File: src/rtl/sachk_pkg.sv
// Types and constants of the set-associative tag store with LRU replacement.
`default_nettype none

package sachk_pkg;

  localparam int NUM_SETS    = 2;
  localparam int TOTAL_LINES = 4;
  localparam int WAYS        = TOTAL_LINES / NUM_SETS;

  localparam int TAG_W   = 16;
  localparam int STAMP_W = 32;
  localparam int SET_W   = (NUM_SETS > 1) ? $clog2(NUM_SETS) : 1;
  localparam int WAY_W   = (WAYS > 1) ? $clog2(WAYS) : 1;

  typedef struct packed {
    logic [TAG_W-1:0]   tag;
    logic [STAMP_W-1:0] stamp;
  } way_t;

  typedef way_t [WAYS-1:0] row_t;

  localparam int ROW_W = $bits(row_t);

  // An untouched way holds the all-ones tag and a zero stamp, which marks it empty.
  localparam way_t RESET_WAY = '{tag: '1, stamp: '0};
  localparam row_t RESET_ROW = {WAYS{RESET_WAY}};

  localparam logic [STAMP_W-1:0] COUNTER_INIT = STAMP_W'(1);

  typedef enum logic {
    ST_IDLE,
    ST_LOOKUP
  } state_e;

endpackage

`default_nettype wire

File: src/rtl/sachk_ram.sv
// Generic single-clock RAM with one write port and one registered read port.
`default_nettype none

module sachk_ram #(
  parameter int WIDTH = 8,
  parameter int DEPTH = 2,
  localparam int AW = (DEPTH > 1) ? $clog2(DEPTH) : 1
) (
  input  wire logic             clk_i,
  input  wire logic             we_i,
  input  wire logic [AW-1:0]    waddr_i,
  input  wire logic [WIDTH-1:0] wdata_i,
  input  wire logic             re_i,
  input  wire logic [AW-1:0]    raddr_i,
  output logic      [WIDTH-1:0] rdata_o
);

  logic [WIDTH-1:0] mem_q [DEPTH];

  always_ff @(posedge clk_i) begin
    if (we_i) begin
      mem_q[waddr_i] <= wdata_i;
    end
    if (re_i) begin
      rdata_o <= mem_q[raddr_i];
    end
  end

endmodule

`default_nettype wire

File: src/rtl/set_assoc_lru_hit_check.sv
// Set-associative cache tag store with LRU replacement: one lookup per address.
//
// An address is taken at a rising edge where start is high and busy is low. The set row
// (all ways' tags and use stamps) is read from a RAM with a registered read port; in
// the next cycle busy is high while the row is checked for a hit, an empty way or the
// least recently used way, and written back. The result appears with done_o for exactly
// one cycle, registered from the lookup state, and the receiver cannot hold it off. A new
// address may be started in the same cycle that the result is shown; busy holds off a new
// address only while the set row is checked and written back. Rows never written since
// reset read as empty through per-set valid flops, so no clearing pass runs.
`default_nettype none

module set_assoc_lru_hit_check (
  input  wire logic                         clk_i,
  input  wire logic                         rst_ni,
  input  wire logic                         start,
  output logic                              busy,
  input  wire logic [sachk_pkg::TAG_W-1:0]  address_i,
  output logic                              done_o,
  output logic                              hit_o,
  output logic                              set_index_o,
  output logic                              way_index_o
);

  sachk_pkg::state_e st_q, st_d;

  logic [sachk_pkg::TAG_W-1:0]   addr_q;
  logic [sachk_pkg::NUM_SETS-1:0] row_vld_q;
  logic                          rd_vld_q;
  logic [sachk_pkg::STAMP_W-1:0] cnt_q, cnt_d;
  logic                          done_q, hit_q, set_out_q, way_out_q;

  logic                          accept;
  logic                          lookup;
  logic [sachk_pkg::SET_W-1:0]   rd_set;
  logic [sachk_pkg::SET_W-1:0]   cur_set;
  logic [sachk_pkg::ROW_W-1:0]   rd_data;
  sachk_pkg::row_t               row;
  sachk_pkg::row_t               new_row;
  logic                          found;
  logic                          found_hit;
  logic [sachk_pkg::WAY_W-1:0]   found_way;
  logic [sachk_pkg::WAY_W-1:0]   victim;
  logic [sachk_pkg::WAY_W-1:0]   way_sel;

  assign accept  = start && !busy;
  assign lookup  = (st_q == sachk_pkg::ST_LOOKUP);
  // The set count is a power of two, so the modulo is the low address bits.
  assign rd_set  = address_i[sachk_pkg::SET_W-1:0];
  assign cur_set = addr_q[sachk_pkg::SET_W-1:0];

  sachk_ram #(
    .WIDTH (sachk_pkg::ROW_W),
    .DEPTH (sachk_pkg::NUM_SETS)
  ) u_row_ram (
    .clk_i   (clk_i),
    .we_i    (lookup),
    .waddr_i (cur_set),
    .wdata_i (new_row),
    .re_i    (accept),
    .raddr_i (rd_set),
    .rdata_o (rd_data)
  );

  always_comb begin
    st_d = st_q;
    busy = 1'b0;
    case (st_q)
      sachk_pkg::ST_IDLE: begin
        if (accept) begin
          st_d = sachk_pkg::ST_LOOKUP;
        end
      end
      sachk_pkg::ST_LOOKUP: begin
        busy = 1'b1;
        st_d = sachk_pkg::ST_IDLE;
      end
      default: begin
        st_d = sachk_pkg::ST_IDLE;
      end
    endcase
  end

  // Scan downward so the lowest way that is either empty or a valid match wins.
  always_comb begin
    row       = rd_vld_q ? sachk_pkg::row_t'(rd_data) : sachk_pkg::RESET_ROW;
    found     = 1'b0;
    found_hit = 1'b0;
    found_way = '0;
    for (int w = sachk_pkg::WAYS - 1; w >= 0; w--) begin
      if (row[w].stamp == '0) begin
        found     = 1'b1;
        found_hit = 1'b0;
        found_way = sachk_pkg::WAY_W'(w);
      end else if (row[w].tag == addr_q) begin
        found     = 1'b1;
        found_hit = 1'b1;
        found_way = sachk_pkg::WAY_W'(w);
      end
    end
  end

  // Least stamp in a full set; ties keep the lower way.
  always_comb begin
    victim = '0;
    for (int w = 1; w < sachk_pkg::WAYS; w++) begin
      if (row[w].stamp < row[victim].stamp) begin
        victim = sachk_pkg::WAY_W'(w);
      end
    end
  end

  always_comb begin
    way_sel               = found ? found_way : victim;
    new_row               = row;
    new_row[way_sel].tag   = addr_q;
    new_row[way_sel].stamp = cnt_q;
    cnt_d                 = (cnt_q == '1) ? cnt_q : cnt_q + 1'b1;
  end

  always_ff @(posedge clk_i or negedge rst_ni) begin
    if (!rst_ni) begin
      st_q      <= sachk_pkg::ST_IDLE;
      row_vld_q <= '0;
      rd_vld_q  <= 1'b0;
      cnt_q     <= sachk_pkg::COUNTER_INIT;
      done_q    <= 1'b0;
    end else begin
      st_q   <= st_d;
      done_q <= lookup;
      if (accept) begin
        rd_vld_q <= row_vld_q[rd_set];
      end
      if (lookup) begin
        row_vld_q[cur_set] <= 1'b1;
        cnt_q              <= cnt_d;
      end
    end
  end

  always_ff @(posedge clk_i) begin
    if (accept) begin
      addr_q <= address_i;
    end
    if (lookup) begin
      hit_q     <= found && found_hit;
      set_out_q <= cur_set[0];
      way_out_q <= way_sel[0];
    end
  end

  assign done_o      = done_q;
  assign hit_o       = hit_q;
  assign set_index_o = set_out_q;
  assign way_index_o = way_out_q;

endmodule

`default_nettype wire

File: config.mk
export PLATFORM = sky130hd
export DESIGN_NAME = set_assoc_lru_hit_check
export DESIGN_NICKNAME = d
export VERILOG_FILES = /design/src/rtl/sachk_pkg.sv /design/src/rtl/sachk_ram.sv /design/src/rtl/set_assoc_lru_hit_check.sv
export SDC_FILE = /design/constraint.sdc
export NUM_CORES = 1
export LEC_CHECK = 0
export ABC_AREA = 1
export ABC_CLOCK_PERIOD_IN_PS = 7200
export BUFFER_PORTS_ARGS = -buffer_cell sky130_fd_sc_hd__buf_2
export CAP_MARGIN = 30
export CORE_ASPECT_RATIO = 1.25
export CORE_MARGIN = 4
export CORE_UTILIZATION = 40
export DETAILED_ROUTE_END_ITERATION = 7
export PLACE_DENSITY = 0.61
export SLEW_MARGIN = 20
export SYNTH_ARGS = -nofsm -noshare
export SYNTH_HDL_FRONTEND = slang
export SYNTH_SLANG_ARGS = --single-unit
File: constraint.sdc
create_clock -name clk_i -period 7.2 [get_ports clk_i]
set_clock_uncertainty 0.2 [all_clocks]
set_input_delay 0.72 -clock clk_i [delete_from_list [all_inputs] [get_ports clk_i]]
set_output_delay 0.72 -clock clk_i [all_outputs]
set_load 0.02 [all_outputs]
Word-level counts from Yosys, hierarchy flattened
Memory sizes are Yosys's and may differ from the RTL's. A register that Yosys moved wholly into a read port is not among the register bits.
Index checks and enable logic that the tools add are counted.
{"block": "op_classes", "addsub": 1, "n_lt_le_gt_ge": 6, "n_eq_ne": 3, "mux": 26, "bitwise_logic": 3, "reduce_logical": 8}
{"cell": "96-bit bitwise mux", "count": 2}
{"cell": "48-bit demux with 1-bit select", "count": 2}
{"cell": "96-bit 2-to-1 mux", "count": 1}
{"cell": "32-bit logical NOT", "count": 2}
{"cell": "48-bit 2-to-1 mux", "count": 1}
{"cell": "32-bit by 1-bit adder with 32-bit output (second input constant)", "count": 1}
{"cell": "16-bit equality test", "count": 2}
{"cell": "32-bit equality test (second input constant)", "count": 1}
{"cell": "32-bit less-than comparator", "count": 1}
{"cell": "32-bit 2-to-1 mux", "count": 1}
{"cell": "1-bit 2-to-1 mux", "count": 17}
{"cell": "1-bit by 2-bit less-than comparator with 1-bit output (second input constant)", "count": 3}
{"cell": "1-bit logical AND", "count": 4}
{"cell": "1-bit greater-or-equal comparator (second input constant)", "count": 2}
{"cell": "1-bit inverter", "count": 2}
{"cell": "2-bit OR", "count": 1}
{"cell": "1-bit case mux with 2 select lines", "count": 1}
{"cell": "2-bit AND reduction", "count": 1}
{"cell": "1-bit demux with 1-bit select", "count": 1}
{"cell": "1-bit logical NOT", "count": 1}
{"block": "totals", "regBits": 56, "mem_bits_rw": 192, "in_bits": 19, "output_inout_bits": 5, "elab_cells": 57, "memories": 1}
{"memory": "u_row_ram.mem_q", "words": 2, "width": 96, "read_ports": 1, "rd_clocked_by_memory_dff": 1, "wr": 1, "line_no": "sachk_ram.sv:18", "text": "logic [WIDTH-1:0] mem_q [DEPTH];"}

Longest topological paths before layout
{"block": "depth", "ltp_word": 13, "mapped_depth": 20}

Modules after synthesis
Synthesis repeated with hierarchy kept, for this count alone.
{"block": "unflattened", "hier_cells": 1622, "area_unflattened_um2": 15932.8}
{"module": "sachk_ram", "n_inst": 1, "cells_each": 602, "area_each_um2": 9890.7, "seq_area_each_um2": 8648.3}
{"module": "set_assoc_lru_hit_check", "n_inst": 1, "cells_each": 1020, "area_each_um2": 6042.0, "seq_area_each_um2": 1497.7}

Worst setup path after synthesis
Ideal clock, no wire load.
{"block": "synth_timing", "kind": "input to register", "start": "input start", "end": "register st_q, in the netlist lookup", "setup_ns": 0.631, "t_arrival_ns": 5.523, "path_slack_ns": 0.846, "stages": 2, "cell_sequence": "inv_1 > nor2_1"}
{"block": "synth_between", "elab_chain_cells": 3}
{"item": "start: declaration", "line_no": "set_assoc_lru_hit_check.sv:16", "text": "input wire logic start,"}
{"item": "1-bit logical AND", "line_no": "set_assoc_lru_hit_check.sv:46", "text": "assign accept = start && !busy;"}
{"item": "via accept", "line_no": "set_assoc_lru_hit_check.sv:33", "text": "logic accept;"}
{"item": "1-bit 2-to-1 mux", "line_no": "set_assoc_lru_hit_check.sv:70", "text": "if (accept) begin"}
{"item": "1-bit case mux with 2 select lines", "line_no": "set_assoc_lru_hit_check.sv:68", "text": "case (st_q)"}
{"item": "end signal: assignment", "line_no": "set_assoc_lru_hit_check.sv:123", "text": "st_q <= sachk_pkg::ST_IDLE;"}
{"item": "end signal: assignment", "line_no": "set_assoc_lru_hit_check.sv:129", "text": "st_q <= st_d;"}
{"item": "end: declaration", "line_no": "set_assoc_lru_hit_check.sv:25", "text": "sachk_pkg::state_e st_q, st_d;"}
The timed path passes the listed nets, and every way through them passes these cells.
A chain may end at the register's enable or synchronous reset.

==> impl_metrics.tcl <==
set metrics [dict create \
    peakVddDrop_v 0.000144 \
    rows 80 \
    whs_path_depth 1 \
    final_cell_area_sq_mm 0.0174 \
    boundaryPins 24 \
    syn_inst 1376 \
    place_hpwl_um 19300 \
    antenna_found_initial 1 \
    finalSetupTns_ps 0 \
    fillers 3464 \
    clock_latency_ps 520 \
    critPathBufInv 3 \
    reg2reg_to "u_row_ram.mem_q[0][76]" \
    htree_num_levels 2 \
    final_cell_mix "nand2_1, edfxtp_1, nand3_1, inv_1, mux2_2" \
    cts_buffers 35 \
    crit-reg2reg-launch "rd_vld_q" \
    fp.dieH_um 229 \
    ys_async_sr_fraction_pct 10.8 \
    clk_pin_slew_ps 60 \
    slowest_delay_ps 930 \
    final_max_slew_viol_count 0 \
    overflow 0 \
    grt_pass1_wl_um 52400 \
    synthDistinctLibCells 29 \
    drc 0 \
    synth_edf_count 307 \
    multi_input_area_sq_mm 0.00468 \
    arrival_ps 5110 \
    die_area_sq_mm 0.0422 \
    grt_max_degree 67 \
    crit_required_ps 7380 \
    post_cts_resize_count 0 \
    yosys_warnings 0 \
    worst_pin_slew_ps 923 \
    cts_buffer_depth 3 \
    min_period_ps 4930 \
    ys_ff_latch 344 \
    r2r_cells 17 \
    final-setup-viol-count 0 \
    drive_above_1_share_pct 13.7 \
    rsz0062_at_grt "no" \
    wire_per_inst_um 17.0 \
    gp_congestion 0.770 \
    critPathKind "flip-flop to flip-flop" \
    layout_commonest_cell "nand2_1" \
    placed_area_sq_mm 0.0162 \
    critical_path.max_fanout 66 \
    syn-num-nets 1427 \
    drt-total-wl_um 32400 \
    drt-vias-per-instance 5.04 \
    start_util_pct 40.7 \
    cts_sinks 344 \
    initialDrtViolationCount 688 \
    fp.coreArea_sq_mm 0.0383 \
    hold_ws_ps 178 \
    min_to "addr_q[9]" \
    hold_path.startpoint "address_i[9]" \
    cts_tree "done" \
    ant_nets 0 \
    dp_slack_ps 2260 \
    seqCellArea_sq_mm 0.0101 \
    ys_seq_area_share_pct 65.1 \
    rrSetupSlack_ps 2270 \
    grt_pass1_vias 9972 \
    hold_class "primary input to flip-flop" \
    cts_root_buffer "clkbuf_16" \
    die_w_um 185 \
    fin_ws_ps 2270 \
    startpoint_type "flip-flop" \
    crit_top_cell "nand2_1" \
    powerDensity_mw_per_mm2 296 \
    final_hold_viol_count 0 \
    crit_family "simple AND/OR/NAND/NOR gates" \
    synth_ff_type "edfxtp_1" \
    dr.pass1.iters 4 \
    fin_nets 1444 \
    max_freq_ghz 0.203 \
    timing.final.crit_share_pct 68.5 \
    worst_path_max_delay_cell "dfrtp_4" \
    vias 9635 \
    maxCapViolations 0 \
    p_leak_uw 0.00736 \
    area_delta_synth_final_pct 11.9 \
    grtUsageTotal_pct 15.4 \
    portBuffers 23 \
    status "completed" \
    synthesis.area_sq_mm 0.0156 \
    syn_area_per_cell_sq_um 11.3 \
    slew_headroom_pct 38.5 \
    path_cells "buf_4, nand2_1, ha_1, nand2_1, inv_1, nand2_1, nand2_1, nand2_1, nand2_1, nand2_1, nand2_1, nand2_1, nand2_4, nand2_4, buf_4, nand2_1, nand2_1" \
    end_kind "flip-flop" \
]
-- worst max path at each step --
stage              from                      to  slack [ps]  depth (start not counted)
2_1_floorplan     start                  lookup         850                          2
3_3_place_gp   rd_vld_q   u_row_ram.mem_q[0][0]        2300                         17
3_5_place_dp   rd_vld_q   u_row_ram.mem_q[0][9]        2260                         17
4_1_cts        rd_vld_q  u_row_ram.mem_q[0][65]        2250                         17
5_1_grt        rd_vld_q  u_row_ram.mem_q[1][73]        1830                         18
6_report       rd_vld_q  u_row_ram.mem_q[0][76]        2270                         17
-- registers in the layout, summed over array words and instances, names as in the netlist --
register,count
rd_vld_q,1
row_vld_q,2
addr_q,16
way_index_o,1
cnt_q,32
lookup,1
hit_o,1
done_o,1
set_index_o,1
u_row_ram.mem_q,192
u_row_ram.rdata_o,96
-- kinds of logic (layout without fill, tap and decap cells) --
group	Yosys count	after routing	synth area share, %
AOI/OAI and AO/OA	32	32	1.07
xor gates and xnor gates	44	44	2.47
adders and majority gates	32	32	2.57
buffers and inverters	193	236	5.07
DFF	344	344	65.1
muxes	96	96	6.93
other	0	1	0
and+or+nand+nor	635	635	16.8
-- layer usage --
layer	share of wire, %	track usage (%)	wire length (um)	up-vias
li1	-	-	-	4692
met1	42	19.4	13700	4708
met2	51	27.3	16600	186
met3	4.5	2.45	1460	49
met4	2.1	4.51	695	0
met5	0	0	0	-
-- report_power, final --
part	total, uW	leakage [uW]	internal [uW]	switching [uW]
clock	1920	0.000603	1170	750
combinational	740	0.00336	226	513
sequential	2500	0.00340	2420	84.1
-- synthesized netlist by cell type, types with 2 or more instances --
cell type	instances	area (sq um)
o21ai_0	10	50.1
nor4_1	2	12.5
xor2_1	32	280
nand2_2	3	18.8
a21oi_1	19	95.1
buf_1	8	30.0
edfxtp_1	307	9220
xnor2_1	12	105
nand2_1	402	1510
o21a_1	2	15.0
buf_2	23	115
nor2_1	65	244
inv_1	135	507
mux2_2	96	1080
dfrtp_1	36	901
clkbuf_1	16	60.1
ha_1	32	400
nand3_1	135	676
nand4_1	13	81.3
buf_4	8	60.1
nor3_1	12	60.1
-- cell type report --
type / instances / area share, %
inverters: 137 / 2.96
flip-flops and latches: 344 / 58.2
diodes: 1 / 0.0143
well taps: 492 / 3.53
repair buffers: 36 / 1.43
clock buffers: 48 / 6.02
multi-input cells: 839 / 26.8
clock inverters: 15 / 1.03
-- per-stage QoR --
stage	utilization (%)	total power, uW	cells
global route	45.5	5410	1912
finish	45.5	5160	1912
detailed placement	42.2	3290	1846
global placement	42.2	3260	1845
floorplan	-	3080	1376
CTS	45.4	5220	1909
-- repair_timing --
action	in CTS	in global routing
hold buffers	0	1
endpoints found under the hold margin	0	8
buffers inserted	0	0
Power figures use the tool's default switching activity.
